$ cat config.mk
export PLATFORM = sky130hd
export DESIGN_NAME = ibd_sum_ram
export DESIGN_NICKNAME = d
export VERILOG_FILES = /design/src/sv/ibd_sum_ram.sv
export SDC_FILE = /design/constraint.sdc
export NUM_CORES = 2
export LEC_CHECK = 0
export BUFFER_PORTS_ARGS = -buffer_cell sky130_fd_sc_hd__buf_2
export CORE_UTILIZATION = 25
export CTS_BUF_LIST = sky130_fd_sc_hd__clkbuf_4 sky130_fd_sc_hd__clkbuf_8
export DETAILED_ROUTE_END_ITERATION = 10
export HOLD_SLACK_MARGIN = 0.12
export MAX_ROUTING_LAYER = met4
export PLACE_DENSITY = 0.38
export REMOVE_ABC_BUFFERS = 1
export SLEW_MARGIN = 5
export SYNTH_ARGS = -nofsm -noshare
export SYNTH_HDL_FRONTEND = slang
export SYNTH_SLANG_ARGS = --single-unit
$ cat constraint.sdc
create_clock -name i_clk -period 6.79 [get_ports i_clk]
set_input_delay 1.6975 -clock i_clk [delete_from_list [all_inputs] [get_ports i_clk]]
set_output_delay 1.6975 -clock i_clk [all_outputs]
set_load 0.005 [all_outputs]
$ cat src/sv/ibd_sum_ram.sv
`timescale 1ns / 1ps
// ----------------------------------------------------------------------------
// Block sum memory
// Simple dual-port synchronous RAM, one write and one registered read port.
// ----------------------------------------------------------------------------
module ibd_sum_ram #(
    parameter int DEPTH = 256,
    parameter int WIDTH = 14
) (
    input  logic                     i_clk,
    input  logic                     i_we,
    input  logic [$clog2(DEPTH)-1:0] i_waddr,
    input  logic [WIDTH-1:0]         i_wdata,
    input  logic                     i_re,
    input  logic [$clog2(DEPTH)-1:0] i_raddr,
    output logic [WIDTH-1:0]         o_rdata
);

    logic [WIDTH-1:0] r_mem [DEPTH];
    logic [WIDTH-1:0] r_rdata;

    always_ff @(posedge i_clk) begin
        if (i_we) begin
            r_mem[i_waddr] <= i_wdata;
        end
    end

    // Read happens before write on a same-address collision.
    always_ff @(posedge i_clk) begin
        if (i_re) begin
            r_rdata <= r_mem[i_raddr];
        end
    end

    assign o_rdata = r_rdata;

endmodule

==> results <==
- In this design, the largest share of critical-path delay is due to buffers and inverters.
- The clock reaches the later pin of the worst-skew pair after 1.26 ns.
- The final count of hold timing violations is 0.
- The initial utilization of the core area, before any placement, comes to 0.251.
- The number of buffers and inverters on the critical path is 4.
- The classification of the worst-slack hold path is in -> reg.
- Of the available clock period, the critical path in the final layout requires 0.672.
- The number of cells on the worst reg-to-reg path is 7.
- The number of synthesized flops with an enable pin is 3598.
- For this run the aggregate overflow at the end of global routing stands at 0.
- Setup repair after global routing left no endpoint under its margin.
- The detailed router placed about 67000 vias in this run.
- The total of flip-flops plus latches after synthesis is around 3600.
- For this run, the number of Yosys warnings is 0.
- Along the worst path, the maximum fanout reaches 38.
- The internal cell power is about 35 mW.
- The final-report max-slew violation count is 0.
- The final routed DRC violation total is 0.
- The worst setup path is launched from an input pin.
- The share of synthesized area in the top cell type comes to 0.778.
- The areal power density over the cells is around 280 nW/um^2.
- The first global-routing pass estimated 597000 um of wire.
- The power share of the sequential group is 0.533.
- The area growth from synthesis to layout is 16.7%.
- Walking the worst path, the cells encountered are buf_12 > buf_12 > buf_12 > buf_4 > mux4_2 > mux4_2 > a22o_1 > a211oi_1 > nor4_1.
- The area of the die is between 500000 and 600000 sq um.
- The setup clock skew after layout is ~0.087 ns.
- The cell sitting at the root of the clock tree is a sky130_fd_sc_hd__clkbuf_8.
- The post-route antenna net violation count is 0.
- The switching power as a share of total power is 0.234.
- By area the synthesized netlist is led by sky130_fd_sc_hd__edfxtp_1 78%, sky130_fd_sc_hd__mux4_2 14%, sky130_fd_sc_hd__mux2i_1 2.1%, sky130_fd_sc_hd__nor2_1 0.81%, sky130_fd_sc_hd__a22oi_1 0.50%.
- The top cell type by total area after synthesis is sky130_fd_sc_hd__edfxtp_1.
- In this design, the stage delay of the slowest critical-path cell is a little over 0.8 ns.
- For this run, the total global-route usage over all layers was measured as 0.157.
- Averaged over all synthesized cells, the footprint is roughly 23 sq um.
- The final net count is ~7000.
- The most frequent cell on the critical path is sky130_fd_sc_hd__buf_12.
- IR analysis of the VDD net gives a maximum drop of 0.183 mV.
- The post-route non-filler standard cell count is approximately 15000.
- The flow ran to the end, and the final reports show no timing, DRC or antenna violations.
- Data on the critical path arrives at its endpoint at about 5.5 ns.
- The sequential-to-total area share from yosys stat is 0.778.
- Entering global routing, the biggest net connects 172 pins.
- Counting along the longest clock path gives a buffer depth of 4.
- After technology mapping, the gate count stands at just over 6000.
- The netlist uses 57 different library cells.
- The core region is around 550000 sq um.
- The most frequent standard cell in the layout excluding fill and tap cells is sky130_fd_sc_hd__edfxtp_1.
- The instance count after placement with tap cells included is roughly 14000.
- TritonCTS built the clock tree.
- After detailed routing, the total wire length is roughly 440000 um.
- The count of buffers added by post-CTS timing repair for setup is 0.
- The time the worst path needs with I/O delays and setup is about 4.6 ns.
- The setup path with the least slack is of type in -> reg.
- The via density per instance is around 4.6.
- The number of global-route vias before repair is 71040.
- For the pin with the worst max-slew slack, the measured transition is between 1 and 1.5 ns.
- The proportion of power drawn by combinational gates is 0.054.
- The tree built by TritonCTS fans out to 3598 sinks.
- The share of async-settable or async-resettable flops after synthesis is 0.
- The H-tree depth is 6.
- Port buffering added 46 buffers.
- Across the run, the number of max-cap violations was 0.
- The number of antenna violations at the first check in global routing is 41.
- For this design the static power due to leakage is ~50 nW.
- Dividing the detail-routed wire length by the instance count gives ~30 um.
- The clock share of power is 0.413.
- Counting instances, the worst hold path has a depth of 1.
- The number of fill cells in the layout is around 54000.
- The count of boundary I/O pins is 47.
- Headroom to the max-slew limit came out at 0.0890.
- The number of buffers added by the clock tree synthesis step is slightly above 600.
- The die is 748 um wide.
- STA classifies the critical path endpoint as a register.
- The cell area after technology mapping is 139000 sq um.
- The sum of net half-perimeters after detailed placement is between 200000 and 300000 um.
- The library cells used most frequently in the layout, excluding fill and tap cells, are 3598 x sky130_fd_sc_hd__edfxtp_1, 859 x sky130_fd_sc_hd__mux4_2, 630 x sky130_fd_sc_hd__clkbuf_8, 414 x sky130_fd_sc_hd__buf_4, 290 x sky130_fd_sc_hd__mux2i_1.
- The critical path runs through a total of 9 cells.
- The floorplan step set the die height to ~750 um.
- The total negative slack for setup checks is 0 ns.
- The number of endpoints failing setup at the final stage is 0.
- The fmax is ~220 MHz.
- The leading register cell type out of synthesis is sky130_fd_sc_hd__edfxtp_1.
- The row count is ~270.
- For this run, the share of the core covered by cells in the final layout is 0.293.
- The quantity of hold-fixing buffers added after cts is 0.
- In the final layout, the share of cells above drive strength 1 is 0.334.
- The first TritonRoute pass finished after 6 iterations.
- After clock tree synthesis, the repair step resized 0 gates.
- At the end of routability-driven placement, the weighted congestion stood at approximately 0.77.
- In this run the power spent charging and discharging nets is 10.8 mW.
- In this run, the number of DRC markers left after iteration 0 of detailed routing was around 6700.
- Data on the critical path is required at its endpoint by 7.75 ns.
- The slowest cell on the critical path is sky130_fd_sc_hd__a211oi_1.
- Clock-pin slew was measured on the worst setup and hold paths at ~0.06 ns.
-- routing by layer --
layer	track usage	wire, um	up-vias
met5	-	0	-
met3	0.0232	22300	581
met2	0.250	210000	1998
met1	0.213	197000	37105
li1	-	-	27783
met4	0.0322	8230	0
-- stage by stage --
step | power [mW] | instance area (sq um) | setup WS [ns] | hold WS (ns)
CTS | 46.7 | 162000 | 2.29 | 0.664
detailed placement | 27.5 | 151000 | 0.876 | 1.17
finish | 46.0 | 162000 | 2.23 | 0.835
floorplan | 25.9 | 137000 | 1.84 | 0.863
global placement | 27.5 | 150000 | 0.512 | 1.15
global route | 47.6 | 162000 | 2.23 | 0.758
-- registers in the layout, indices dropped and copies added, names as in the netlist --
signal / cells
r_mem: 3584
o_rdata: 14
-- synthesized netlist by cell type, types with 28 or more instances --
master                     count
sky130_fd_sc_hd__a21oi_1      74
sky130_fd_sc_hd__o22ai_1      33
sky130_fd_sc_hd__edfxtp_1   3598
sky130_fd_sc_hd__a211oi_1     65
sky130_fd_sc_hd__clkbuf_1    145
sky130_fd_sc_hd__mux4_2      859
sky130_fd_sc_hd__buf_1        33
sky130_fd_sc_hd__nand2_1      61
sky130_fd_sc_hd__a22o_1       28
sky130_fd_sc_hd__buf_2        74
sky130_fd_sc_hd__nor2b_1      36
sky130_fd_sc_hd__o221ai_1     60
sky130_fd_sc_hd__mux2i_1     290
sky130_fd_sc_hd__buf_6        47
sky130_fd_sc_hd__a22oi_1      92
sky130_fd_sc_hd__nand3_1      34
sky130_fd_sc_hd__nor2_1      301
sky130_fd_sc_hd__buf_4        42
-- layout make-up --
type,instances,area (sq um),share of cell area
Antenna cell,24,60.1,0.000370
Timing Repair Buffer,506,4450,0.0274
Clock inverter,225,1330,0.00820
Clock buffer,839,10200,0.0631
Multi-Input combinational cell,2173,28900,0.178
Tap cell,7287,9120,0.0562
Inverter,2,10.0,0.0000617
Sequential cell,3598,108000,0.666
-- kinds of logic after synthesis --
group	after synthesis	share of synthesized area
buf+inv	371	0.0171
flops	3598	0.778
mux	1167	0.162
compound gates	475	0.0254
simple gates	531	0.0175
-- path summary, 6_finish.rpt --
kind | to | slack [ns] | start
min reg2reg | o_rdata[7]$_DFFE_PP_ | 1.13 | r_mem[182][7]$_DFFE_PP_
max reg2reg | o_rdata[13]$_DFFE_PP_ | 3.58 | r_mem[174][13]$_DFFE_PP_
max | o_rdata[0]$_DFFE_PP_ | 2.23 | i_raddr[0]
min | r_mem[96][11]$_DFFE_PP_ | 0.83 | i_wdata[11]
-- power by group through the flow --
stage / clock network, mW / logic (mW) / registers, mW
after floorplan: 0 / 0.875 / 25.0
after global placement: 0 / 2.51 / 25.0
after detailed placement: 0 / 2.54 / 25.0
after CTS: 19.6 / 2.54 / 24.5
after global routing: 20.4 / 2.61 / 24.5
final: 19.0 / 2.47 / 24.6
Note: power is estimated with default switching activity, not from simulation.
