--- src/sv/ibd_pkg.sv ---
`timescale 1ns / 1ps
// ----------------------------------------------------------------------------
// Image box downscale package
// Beat types, register indexes and fixed field widths shared by the block.
// ----------------------------------------------------------------------------
package ibd_pkg;

    localparam int PIX_W       = 8;
    localparam int DST_SIDE_W  = 9;
    localparam int RATIO_W     = 4;
    localparam int CFG_IDX_W   = 2;
    localparam int CFG_DATA_W  = 9;

    // Configuration register indexes.
    localparam logic [CFG_IDX_W-1:0] REG_DST_SIDE = 2'd0;
    localparam logic [CFG_IDX_W-1:0] REG_RATIO    = 2'd1;

    localparam logic [DST_SIDE_W-1:0] DST_SIDE_RST = 9'd32;
    localparam logic [RATIO_W-1:0]    RATIO_RST    = 4'd2;

    localparam logic [PIX_W-1:0] PIX_MAX = 8'd255;

    typedef struct packed {
        logic [PIX_W-1:0] src_pixel;
        logic             frame_start;
    } t_in_beat;

    typedef struct packed {
        logic [PIX_W-1:0] dst_pixel;
        logic             frame_last;
    } t_out_beat;

    // Control that travels alongside a block sum through the mean unit.
    typedef struct packed {
        logic vld;
        logic flast;
    } t_mean_tag;

endpackage

--- src/sv/ibd_mean.sv ---
`timescale 1ns / 1ps
// ----------------------------------------------------------------------------
// Block mean unit
// Divides a block sum by ratio squared with a reciprocal multiply, saturating.
// ----------------------------------------------------------------------------
module ibd_mean #(
    parameter int MAX_RATIO = 8,
    parameter int SUM_W     = 14
) (
    input  logic                         i_clk,
    input  logic                         i_rst_n,
    input  logic                         i_en,
    input  ibd_pkg::t_mean_tag           i_tag,
    input  logic [SUM_W-1:0]             i_sum,
    input  logic [$clog2(MAX_RATIO)-1:0] i_ratio_m1,
    output ibd_pkg::t_mean_tag           o_tag,
    output logic [ibd_pkg::PIX_W-1:0]    o_mean
);

    localparam int IDX_W = $clog2(MAX_RATIO);
    // Shift large enough that the rounded-up reciprocal is exact for every sum.
    localparam int SHIFT = SUM_W + 2 * IDX_W + 1;
    localparam int RCP_W = SHIFT + 1;
    localparam int PRD_W = SUM_W + RCP_W;
    localparam int QUO_W = PRD_W - SHIFT;

    logic [RCP_W-1:0] w_rcp [MAX_RATIO];

    for (genvar g = 1; g <= MAX_RATIO; g++) begin : g_rcp
        localparam longint unsigned DIV = longint'(g) * longint'(g);
        localparam longint unsigned RCP = ((64'd1 << SHIFT) + DIV - 64'd1) / DIV;
        assign w_rcp[g-1] = RCP_W'(RCP);
    end

    ibd_pkg::t_mean_tag r_tag_a;
    ibd_pkg::t_mean_tag r_tag_b;
    logic [SUM_W-1:0]   r_sum;
    logic [IDX_W-1:0]   r_idx;
    logic [PRD_W-1:0]   r_prod;
    logic [QUO_W-1:0]   w_quo;

    always_ff @(posedge i_clk) begin
        if (!i_rst_n) begin
            r_tag_a <= '0;
            r_tag_b <= '0;
        end else if (i_en) begin
            r_tag_a <= i_tag;
            r_tag_b <= r_tag_a;
        end
    end

    always_ff @(posedge i_clk) begin
        if (i_en) begin
            r_sum  <= i_sum;
            r_idx  <= i_ratio_m1;
            r_prod <= PRD_W'(r_sum) * PRD_W'(w_rcp[r_idx]);
        end
    end

    always_comb begin
        w_quo = r_prod[PRD_W-1:SHIFT];
        if (w_quo > QUO_W'(ibd_pkg::PIX_MAX)) begin
            o_mean = ibd_pkg::PIX_MAX;
        end else begin
            o_mean = w_quo[ibd_pkg::PIX_W-1:0];
        end
    end

    assign o_tag = r_tag_b;

endmodule

--- config.mk ---
export PLATFORM = sky130hd
export DESIGN_NAME = ibd_mean
export DESIGN_NICKNAME = d
export VERILOG_FILES = /design/src/sv/ibd_pkg.sv /design/src/sv/ibd_mean.sv
export SDC_FILE = /design/constraint.sdc
export NUM_CORES = 1
export LEC_CHECK = 0
export ABC_AREA = 1
export BUFFER_PORTS_ARGS = -buffer_cell sky130_fd_sc_hd__buf_2
export CORE_ASPECT_RATIO = 0.7
export CORE_MARGIN = 8
export CORE_UTILIZATION = 30
export CTS_BUF_LIST = sky130_fd_sc_hd__clkbuf_16
export CTS_CLUSTER_SIZE = 28
export DETAILED_ROUTE_END_ITERATION = 7
export GPL_ROUTABILITY_DRIVEN = 1
export HOLD_SLACK_MARGIN = 0.06
export PLACE_DENSITY = 0.47
export SETUP_SLACK_MARGIN = 0.02
export SLEW_MARGIN = 20
export SYNTH_ARGS = -nofsm -noshare
export SYNTH_HDL_FRONTEND = slang
export SYNTH_SLANG_ARGS = --single-unit
--- constraint.sdc ---
create_clock -name i_clk -period 6.5 [get_ports i_clk]
set_input_delay 1.3 -clock i_clk [delete_from_list [all_inputs] [get_ports i_clk]]
set_output_delay 1.3 -clock i_clk [all_outputs]
set_load 0.05 [all_outputs]
==> flow_metrics.py, run 1 <==
metrics = {
    "outcome": {
        "outcome": "complete, no violations",
    },
    "sta": {
        "slew_viol_final": 0,
        "skew_ps": 10.3,
        "rsz0062_at_grt": "true",
        "tns_ps": 0,
        "timing.final.crit_share": 0.955,
        "fin_ws_ps": 293,
        "min_period_ps": 6210,
        "worstMarginPinSlew_ps": 993,
        "slew_headroom": 0.338,
        "finalHoldViolCount": 0,
        "max_freq_mhz": 161,
        "setup_viol": 0,
    },
    "place": {
        "pre_cts_ws_ps": 82.3,
        "place_congestion": 0.918,
        "io_buffers": 31,
        "dp_hpwl_um": 27500,
    },
    "worst_setup_path": {
        "startpoint": "r_idx[0]$_DFFE_PP_",
        "cp-start-kind": "register",
        "worstPathArrival_ps": 6260,
        "path_class": "reg2reg",
        "critPathCaptureType": "register",
        "required_ps": 6560,
        "r2r_end": "r_prod[34]$_DFFE_PP_",
        "worstSetupEndpoint": "r_prod[34]$_DFFE_PP_",
        "rr_startpoint": "r_idx[0]$_DFFE_PP_",
        "r2r_cells": 27,
        "worstPathMaxFanout": 7,
        "rrSetupSlack_ps": 290,
    },
    "die": {
        "die_area_mm2": 0.0394,
        "num_rows": 56,
        "core-area_mm2": 0.0331,
        "die_y_um": 169,
        "die_w_um": 234,
        "ios": 32,
        "initial_core_util": 0.301,
    },
    "logic_synthesis": {
        "synth_edf_count": 32,
        "ys_warn_count": 0,
        "avgSynthCellArea_um2": 8.22,
        "yosysUniqueCellTypes": 38,
        "synth_seq_area_share": 0.104,
        "synthArstFlopShare": 0,
        "synth_top_cell_area_share": 0.365,
        "syn-num-nets": 1559,
        "synth.most_common_cell": "inv_1",
        "synth_cells": 1214,
        "synth_seq_cells": 36,
        "synth_common_cells": "inv_1, nand2_1, fa_1",
        "synth-main-ff-cell": "edfxtp_1",
        "netlist_area_mm2": 0.00997,
        "synthTopCellsByArea": "fa_1, ha_1, inv_1",
        "yosys.area.top_type": "fa_1",
    },
    "final_layout": {
        "final_layout_size_suffix_gt1_frac": 0.110,
        "area_growth_pct": 13.0,
        "antenna_cells": 0,
        "fillers": 3572,
        "layout.nets": 1631,
    },
    "min_path": {
        "holdCritPathClass": "reg2reg",
    },
    "power_and_ir_drop": {
        "netSwitchingPower_w": 0.00323,
        "p_leak_nw": 6.30,
        "p_seq_frac": 0.070,
        "switching_share": 0.586,
        "combPwrFrac": 0.874,
        "powerDensity_mw_per_mm2": 489,
        "power_report.internal_total_w": 0.00228,
        "power_frac_clock": 0.056,
        "peakVddDrop_uv": 345,
    },
    "global_routing": {
        "grt_pass1_wl_um": 48100,
        "grt_pass1_vias": 8048,
        "grt_max_degree": 38,
        "grt_antenna_before_repair": 0,
        "grt_overflow": 0,
        "grt_use_total": 0.161,
    },
    "routing": {
        "antenna_left": 0,
        "avgRoutedWirePerCell_um": 17.7,
        "drc": 0,
        "drt_wl_total_um": 30500,
        "drtIter0Drc": 520,
        "num_vias": 7697,
        "avgViaCountPerCell": 4.47,
        "dr.pass1.iters": 5,
    },
    "clock_network": {
        "path_clk_slew_ps": 70,
        "cts.sink_count": 36,
        "clk_path_buf_depth": 2,
        "clk_latency_ps": 300,
        "cts_inserted_buffers": 5,
        "htree_levels": 2,
        "cts_root_buf": "clkbuf_16",
        "tritoncts": "built",
    },
    "run": {
        "cap_violations": 0,
    },
}
-- power by group through the flow --
stage | clock, W | combinational [W] | sequential [W]
2_1_floorplan | 0 | 0.00302 | 0.000382
3_3_place_gp | 0 | 0.00445 | 0.000392
3_5_place_dp | 0 | 0.00441 | 0.000392
4_1_cts | 0.000320 | 0.00448 | 0.000387
5_1_grt | 0.000325 | 0.00548 | 0.000391
6_report | 0.000309 | 0.00482 | 0.000387
-- how the worst min path moves through the flow --
stage	to	from	slack (ps)	cells after the start
after CTS	o_tag[0]$_SDFFE_PN0P_	r_tag_a[0]$_SDFFE_PN0P_	490	2
after detailed placement	o_tag[0]$_SDFFE_PN0P_	r_tag_a[0]$_SDFFE_PN0P_	480	2
after global routing	o_tag[1]$_SDFFE_PN0P_	r_tag_a[1]$_SDFFE_PN0P_	520	2
after floorplan	o_tag[1]$_SDFFE_PN0P_	r_tag_a[1]$_SDFFE_PN0P_	450	2
final	o_tag[0]$_SDFFE_PN0P_	r_tag_a[0]$_SDFFE_PN0P_	490	2
after global placement	o_tag[1]$_SDFFE_PN0P_	r_tag_a[1]$_SDFFE_PN0P_	470	2
-- metal layers --
layer,vias up,global-route usage,share of wire
li1,3765,-,-
met3,13,0.0321,0.067
met2,206,0.210,0.38
met1,3713,0.267,0.55
met4,0,0.0191,0.0075
met5,-,0,0
-- worst max-delay path, stage by stage (launching register included) --
cell and delay (ps):
edfxtp_1 470, inv_2 110, ha_1 180, inv_1 70, nor2_1 150, inv_1 100, o21ai_4 140, inv_2 160
nor2_1 170, fa_1 470, fa_1 560, inv_1 50, fa_1 560, fa_1 490, fa_1 510, inv_1 40
ha_1 270, ha_1 360, a21oi_1 290, o21ai_1 150, inv_1 80, nand2_1 70, inv_2 70, o21ai_0 80
a21oi_1 190, nand2_1 70, nand2_1 50, nand2_1 40
-- cells in the final DEF (no fill, tap or decap), types with 5 or more instances in the layout --
master,instances
nor2_1,141
inv_2,8
fa_1,179
o21ai_1,7
nand2_2,8
buf_2,31
clkbuf_16,5
buf_4,49
nor3_1,9
edfxtp_1,32
ha_1,138
nand3_1,16
inv_1,339
nor2_2,9
nand2_1,198
o21ai_0,21
xor2_1,5
a21oi_1,36
a21oi_2,5
-- what timing repair did --
item	in CTS	in global routing
hold endpoints to repair	0	0
hold buffers	0	0
setup endpoints to repair	0	15
gates resized for setup	0	39
buffers inserted	0	5
-- registers in the layout, summed over array words and instances (netlist names) --
| signal | flops |
|---|---|
| r_prod | 15 |
| r_idx | 3 |
| r_sum | 14 |
| r_tag_a | 2 |
| o_tag | 2 |
-- metrics by stage --
step / instance area, um^2 / power (W) / instances / utilization / hold slack [ps]
floorplan: 9970 / 0.00340 / 1214 / - / 449
global placement: 10900 / 0.00484 / 1709 / 0.330 / 465
detailed placement: 10900 / 0.00480 / 1709 / 0.330 / 480
CTS: 11100 / 0.00519 / 1717 / 0.335 / 490
global route: 11300 / 0.00620 / 1722 / 0.340 / 523
finish: 11300 / 0.00551 / 1722 / 0.340 / 489
-- final cells by class --
| class | count | area [um^2] | area share |
|---|---|---|---|
| clock buffer | 5 | 125 | 0.0111 |
| clock inverter | 3 | 46.3 | 0.00411 |
| inverter | 350 | 1320 | 0.117 |
| multi-input combinational | 813 | 7680 | 0.681 |
| sequential | 36 | 1040 | 0.0923 |
| tap | 435 | 544 | 0.0483 |
| timing repair buffer | 80 | 523 | 0.0464 |
-- cells by family (layout without fill, tap and decap cells) --
group	count (synthesis)	after routing	synth area share
simple gates	398	398	0.161
xor+xnor	6	6	0.00527
fa+ha+maj	323	323	0.542
flops	36	36	0.104
buf+inv	365	438	0.139
compound gates	86	86	0.0478
(Power assumes the default switching activity.)
==> run 2: changes to the inputs <==
--- a/config.mk
+++ b/config.mk
@@ -15,6 +15,7 @@
 export DETAILED_ROUTE_END_ITERATION = 7
 export GPL_ROUTABILITY_DRIVEN = 1
 export HOLD_SLACK_MARGIN = 0.06
+export MAX_ROUTING_LAYER = met4
 export PLACE_DENSITY = 0.47
 export SETUP_SLACK_MARGIN = 0.02
 export SLEW_MARGIN = 20
==> run 2 against run 1 <==
  * Wire length is 0.53% lower
  * Clock power about the same
  * Total power down 0.36%
  * Final area grew 0.71%
  * Largest cell class unchanged
  * Via count up 1.2%
  * Global-route usage up 0.47 points
  * Non-clock buffer count up 5
  * Clock skew about the same
  * Critical path type unchanged
  * Register-to-register slack worse by 50 ps
  * Highest routed layer unchanged
==> flow_metrics.py, run 2 (synthesis results as in run 1) <==
metrics = {
    "place": {
        "place_area_mm2": 0.0109,
        "io_buffers": 31,
        "dp_hpwl_um": 27400,
        "place_congestion": 0.934,
    },
    "min_path": {
        "holdCritPathClass": "reg2reg",
        "min_path_cells": 2,
        "holdPathEnd": "o_tag[0]$_SDFFE_PN0P_",
        "hp-start": "r_tag_a[0]$_SDFFE_PN0P_",
    },
    "global_routing": {
        "grt_pass1_vias": 8092,
        "grt_antenna_before_repair": 0,
        "grt_max_degree": 38,
        "grt_use_total": 0.166,
        "grt_pass1_wl_um": 48300,
        "grt_overflow": 0,
    },
    "final_layout": {
        "post-route-util": 0.343,
        "final_layout_size_suffix_gt1_frac": 0.122,
        "top_register": "r_prod",
        "multiInputGateArea_mm2": 0.00771,
        "largestRegisters": "r_prod x15, r_sum x14, r_idx x3",
        "antenna_cells": 0,
        "regArea_mm2": 0.00104,
        "layout.nets": 1636,
        "fillers": 3585,
        "area_growth_pct": 13.8,
        "largest_reg_flops": 15,
        "design_area_mm2": 0.0114,
        "layout_commonest_cell": "inv_1",
        "mostFrequentLayoutCells": "inv_1, nand2_1, fa_1",
    },
    "worst_setup_path": {
        "worstPathArrival_ps": 6300,
        "worstPathMaxFanout": 7,
        "rr_startpoint": "r_idx[0]$_DFFE_PP_",
        "r2r_end": "r_prod[31]$_DFFE_PP_",
        "cp-start-kind": "register",
        "path_class": "reg2reg",
        "critPathCaptureType": "register",
        "path_common_cell": "inv_1",
        "rrSetupSlack_ps": 240,
        "r2r_cells": 28,
        "crit_buf_inv": 9,
        "cpLargestDelayFamily": "adder cells",
        "slowest_delay_ps": 560,
        "crit_slowest_cell": "fa_1",
        "required_ps": 6550,
    },
    "sta": {
        "max_freq_mhz": 160,
        "setup_viol": 0,
        "finalHoldViolCount": 0,
        "hold_slack_ps": 485,
        "slew_headroom": 0.355,
        "skew_ps": 10.6,
        "timing.final.crit_share": 0.962,
        "min_period_ps": 6260,
        "rsz0062_at_grt": "true",
        "worstMarginPinSlew_ps": 967,
        "tns_ps": 0,
        "slew_viol_final": 0,
    },
    "die": {
        "die_y_um": 169,
        "num_rows": 56,
        "die_area_mm2": 0.0394,
        "die_w_um": 234,
        "ios": 32,
        "core-area_mm2": 0.0331,
        "initial_core_util": 0.301,
    },
    "clock_network": {
        "clk_path_buf_depth": 2,
        "cts_inserted_buffers": 5,
        "cts.sink_count": 36,
        "tritoncts": "built",
        "cts_root_buf": "clkbuf_16",
        "path_clk_slew_ps": 70,
        "clk_latency_ps": 300,
        "ctsHoldBuffers": 0,
        "htree_levels": 2,
    },
    "routing": {
        "dr.pass1.iters": 5,
        "avgRoutedWirePerCell_um": 17.6,
        "drc": 0,
        "antenna_left": 0,
        "drtIter0Drc": 585,
        "avgViaCountPerCell": 4.51,
        "num_vias": 7793,
        "drt_wl_total_um": 30400,
    },
    "power_and_ir_drop": {
        "p_leak_nw": 6.31,
        "peakVddDrop_uv": 375,
        "powerDensity_mw_per_mm2": 484,
        "power_w": 0.00549,
    },
    "run": {
        "cap_violations": 0,
    },
    "outcome": {
        "outcome": "complete, no violations",
    },
}
[run 2: cell count changes in the layout (fill, tap and decap cells not counted), sizes merged]
cell	previous run	this run
buf	80	85
clkinvlp	1	2
inv	349	348
[run 2: per-stage QoR]
step                setup slack, ps  instances
finish                          244       1727
global route                  -45.0       1727
CTS                            31.6       1719
detailed placement             29.7       1711
global placement               84.0       1711
floorplan                       461       1214
[run 2: how the worst max path moves through the flow]
stage	startpoint	end	slack, ps	depth (start not counted)
after floorplan	r_idx[0]$_DFFE_PP_	r_prod[30]$_DFFE_PP_	460	29
after global placement	r_idx[0]$_DFFE_PP_	r_prod[35]$_DFFE_PP_	80	26
after detailed placement	r_idx[0]$_DFFE_PP_	r_prod[35]$_DFFE_PP_	30	26
after CTS	r_idx[0]$_DFFE_PP_	r_prod[31]$_DFFE_PP_	30	28
after global routing	r_idx[0]$_DFFE_PP_	r_prod[28]$_DFFE_PP_	-50	26
final	r_idx[0]$_DFFE_PP_	r_prod[31]$_DFFE_PP_	240	28
[run 2: cell type report]
cell class                      count  area share
Timing Repair Buffer               85      0.0500
Multi-Input combinational cell    813       0.679
Clock inverter                      3     0.00408
Clock buffer                        5      0.0110
Sequential cell                    36      0.0917
Inverter                          350       0.116
Tap cell                          435      0.0479
[run 2: power breakdown]
| group | internal (W) | total, W | switching [W] | leakage (nW) |
|---|---|---|---|---|
| Sequential | 0.000358 | 0.000384 | 0.0000260 | 0.352 |
| Clock | 0.000183 | 0.000308 | 0.000125 | 0.0804 |
| Combinational | 0.00174 | 0.00480 | 0.00306 | 5.88 |
[run 2: routing by layer]
| metal | share of wire | GRT usage |
|---|---|---|
| met2 | 0.37 | 0.210 |
| met4 | 0.010 | 0.0240 |
| met3 | 0.083 | 0.0395 |
| met5 | 0 | - |
| met1 | 0.54 | 0.262 |
[run 2: worst min-delay path, stage by stage, from the launching register on]
cell	delay, ps
dfxtp_1	320
nor2_1	50
nor2_1	80
[run 2: timing repair]
| action | in CTS | in global routing |
|---|---|---|
| endpoints found under the setup margin | 1 | 15 |
| pin swaps | 0 | 2 |
| setup buffers | 0 | 8 |
| resized for setup | 1 | 53 |
==> run 3: changes to the inputs <==
--- a/config.mk
+++ b/config.mk
@@ -5,7 +5,6 @@
 export SDC_FILE = /design/constraint.sdc
 export NUM_CORES = 1
 export LEC_CHECK = 0
-export ABC_AREA = 1
 export BUFFER_PORTS_ARGS = -buffer_cell sky130_fd_sc_hd__buf_2
 export CORE_ASPECT_RATIO = 0.7
 export CORE_MARGIN = 8
==> run 3 against run 2 <==
  * Utilization increased by 2.0 points
  * Largest cell class unchanged
  * Wire length decreased by 6.7%
  * Sequential cell count unchanged
==> flow_metrics.py, run 3 <==
metrics = {
    "global_routing": {
        "grt_antenna_before_repair": 1,
        "grt_use_total": 0.156,
        "grt_pass1_wl_um": 45500,
        "grt_max_degree": 37,
        "grt_overflow": 0,
        "grt_pass1_vias": 7731,
    },
    "sta": {
        "worstMarginPinSlew_ps": 1040,
        "slew_headroom": 0.307,
        "skew_ps": 12.1,
        "timing.final.crit_share": 0.993,
        "slew_viol_final": 0,
        "max_freq_mhz": 155,
        "min_period_ps": 6460,
        "rsz0062_at_grt": "true",
        "finalHoldViolCount": 0,
        "tns_ps": 0,
        "setup_viol": 0,
    },
    "worst_setup_path": {
        "path_class": "reg2reg",
        "critPathCaptureType": "register",
        "required_ps": 6560,
        "worstPathMaxFanout": 7,
        "cp-start-kind": "register",
        "worstPathArrival_ps": 6520,
    },
    "place": {
        "place_area_mm2": 0.0111,
        "dp.cells": 1566,
        "dp_hpwl_um": 24500,
        "io_buffers": 31,
        "place_congestion": 0.883,
    },
    "die": {
        "die_w_um": 232,
        "die_area_mm2": 0.0386,
        "die_y_um": 167,
        "initial_core_util": 0.303,
        "core-area_mm2": 0.0322,
        "ios": 32,
        "num_rows": 55,
    },
    "outcome": {
        "outcome": "complete, no violations",
    },
    "routing": {
        "antenna_left": 0,
        "avgViaCountPerCell": 4.50,
        "num_vias": 7170,
        "drc": 0,
        "dr.pass1.iters": 4,
        "drtIter0Drc": 496,
        "drt_wl_total_um": 28300,
        "avgRoutedWirePerCell_um": 17.8,
    },
    "logic_synthesis": {
        "synthTopCellsByArea": "fa_1, ha_1, inv_1",
        "synth_top_cell_area_share": 0.373,
        "ys_warn_count": 0,
        "avgSynthCellArea_um2": 9.36,
        "synth_seq_cells": 36,
        "synthArstFlopShare": 0,
        "synth_common_cells": "inv_1, fa_1, ha_1",
        "netlist_area_mm2": 0.00976,
        "yosys.area.top_type": "fa_1",
        "synth_edf_count": 32,
        "syn-num-nets": 1388,
        "synth_seq_area_share": 0.107,
        "synth_cells": 1043,
        "synth-main-ff-cell": "edfxtp_1",
        "yosysUniqueCellTypes": 47,
        "synth.most_common_cell": "inv_1",
    },
    "final_layout": {
        "post-route-util": 0.363,
        "top_register": "r_prod",
        "layout_commonest_cell": "inv_1",
        "largest_reg_flops": 15,
        "fillers": 3345,
        "stdcell_count": 1593,
        "final_layout_size_suffix_gt1_frac": 0.202,
        "design_area_mm2": 0.0117,
        "layout.nets": 1510,
        "antenna_cells": 0,
        "mostFrequentLayoutCells": "inv_1, fa_1, ha_1",
        "largestRegisters": "r_prod x15, r_sum x14, r_idx x3",
        "area_growth_pct": 19.8,
    },
    "power_and_ir_drop": {
        "powerDensity_mw_per_mm2": 488,
        "peakVddDrop_uv": 391,
        "p_leak_nw": 6.33,
    },
    "clock_network": {
        "path_clk_slew_ps": 80,
        "cts_root_buf": "clkbuf_16",
        "cts.sink_count": 36,
        "tritoncts": "built",
        "htree_levels": 2,
        "clk_path_buf_depth": 2,
        "cts_inserted_buffers": 5,
        "clk_latency_ps": 310,
        "ctsHoldBuffers": 0,
    },
    "min_path": {
        "holdCritPathClass": "reg2reg",
    },
    "run": {
        "cap_violations": 0,
    },
}
[run 3: changes by cell type after synthesis, sizes merged, moves of 14 or more]
cell	delta
inv	-75
nand2	-99
nand3	-15
and2	+74
clkbuf	+22
and3	+14
nor2	-138
[run 3: final cells by class]
class | instances | area [um^2] | share of cell area
Clock buffer | 5 | 125 | 0.0107
Clock inverter | 3 | 18.8 | 0.00160
Inverter | 273 | 1020 | 0.0876
Multi-Input combinational cell | 701 | 7870 | 0.673
Sequential cell | 36 | 1040 | 0.0890
Tap cell | 427 | 534 | 0.0457
Timing Repair Buffer | 148 | 1080 | 0.0921
[run 3: path summary, 6_finish.rpt]
path                    startpoint                     to  slack (ps)  cells after the start
max             r_idx[1]$_DFFE_PP_   r_prod[31]$_DFFE_PP_          40                     24
min          o_tag[1]$_SDFFE_PN0P_  o_tag[1]$_SDFFE_PN0P_         520                      2
max reg2reg     r_idx[1]$_DFFE_PP_   r_prod[31]$_DFFE_PP_          40                     24
min reg2reg  o_tag[1]$_SDFFE_PN0P_  o_tag[1]$_SDFFE_PN0P_         520                      2
[run 3: metrics by stage]
step | hold WS [ps] | setup WS [ps] | total power (W)
2_1_floorplan | 482 | 45.8 | 0.00299
3_3_place_gp | 498 | -179 | 0.00468
3_5_place_dp | 508 | -181 | 0.00464
4_1_cts | 526 | 17.6 | 0.00520
5_1_grt | 564 | -226 | 0.00630
6_report | 515 | 42.3 | 0.00570
[run 3: power by group]
part | switching [W] | total (W) | internal, W | leakage [nW]
Combinational | 0.00269 | 0.00504 | 0.00235 | 5.91
Sequential | 0.0000314 | 0.000383 | 0.000352 | 0.352
Clock | 0.000134 | 0.000276 | 0.000143 | 0.0736
Total | 0.00286 | 0.00570 | 0.00285 | 6.33
[run 3: kinds of logic after synthesis]
logic type / count (synthesis) / share of synthesized area
adders and majority gates: 323 / 0.554
buffers and inverters: 306 / 0.118
and+or+nand+nor: 256 / 0.132
AOI/OAI and AO/OA: 104 / 0.0717
DFF: 36 / 0.107
xor gates and xnor gates: 13 / 0.0117
muxes: 5 / 0.00564
[run 3: critical path: stages, from the launching register on]
cell and delay (ps):
edfxtp_1 420, ha_2 200, nor2b_4 130, buf_6 130, and2_4 150, or2_4 230, fa_1 460, fa_1 570
inv_1 70, fa_1 500, inv_2 50, fa_2 470, fa_1 570, inv_2 40, fa_1 490, inv_2 50
ha_4 260, nand4_1 150, nor2_2 190, o2111ai_1 130, o31ai_1 280, buf_4 170, o22ai_2 70, or3_1 310
o211a_1 120
[run 3: what timing repair did]
action                     CTS  global route
gates resized for setup     31            55
cloned                       1             0
setup buffers               11             7
setup endpoints to repair   12            14
pin swaps                   18            34
[run 3: metal layers]
metal  GRT usage  routed length, um  vias to the layer above
li1            -                  -                     3445
met1       0.258              16100                     3545
met2       0.188              10300                      159
met3      0.0316               1630                       21
met4      0.0219                280                        0
met5           -                  0                        -
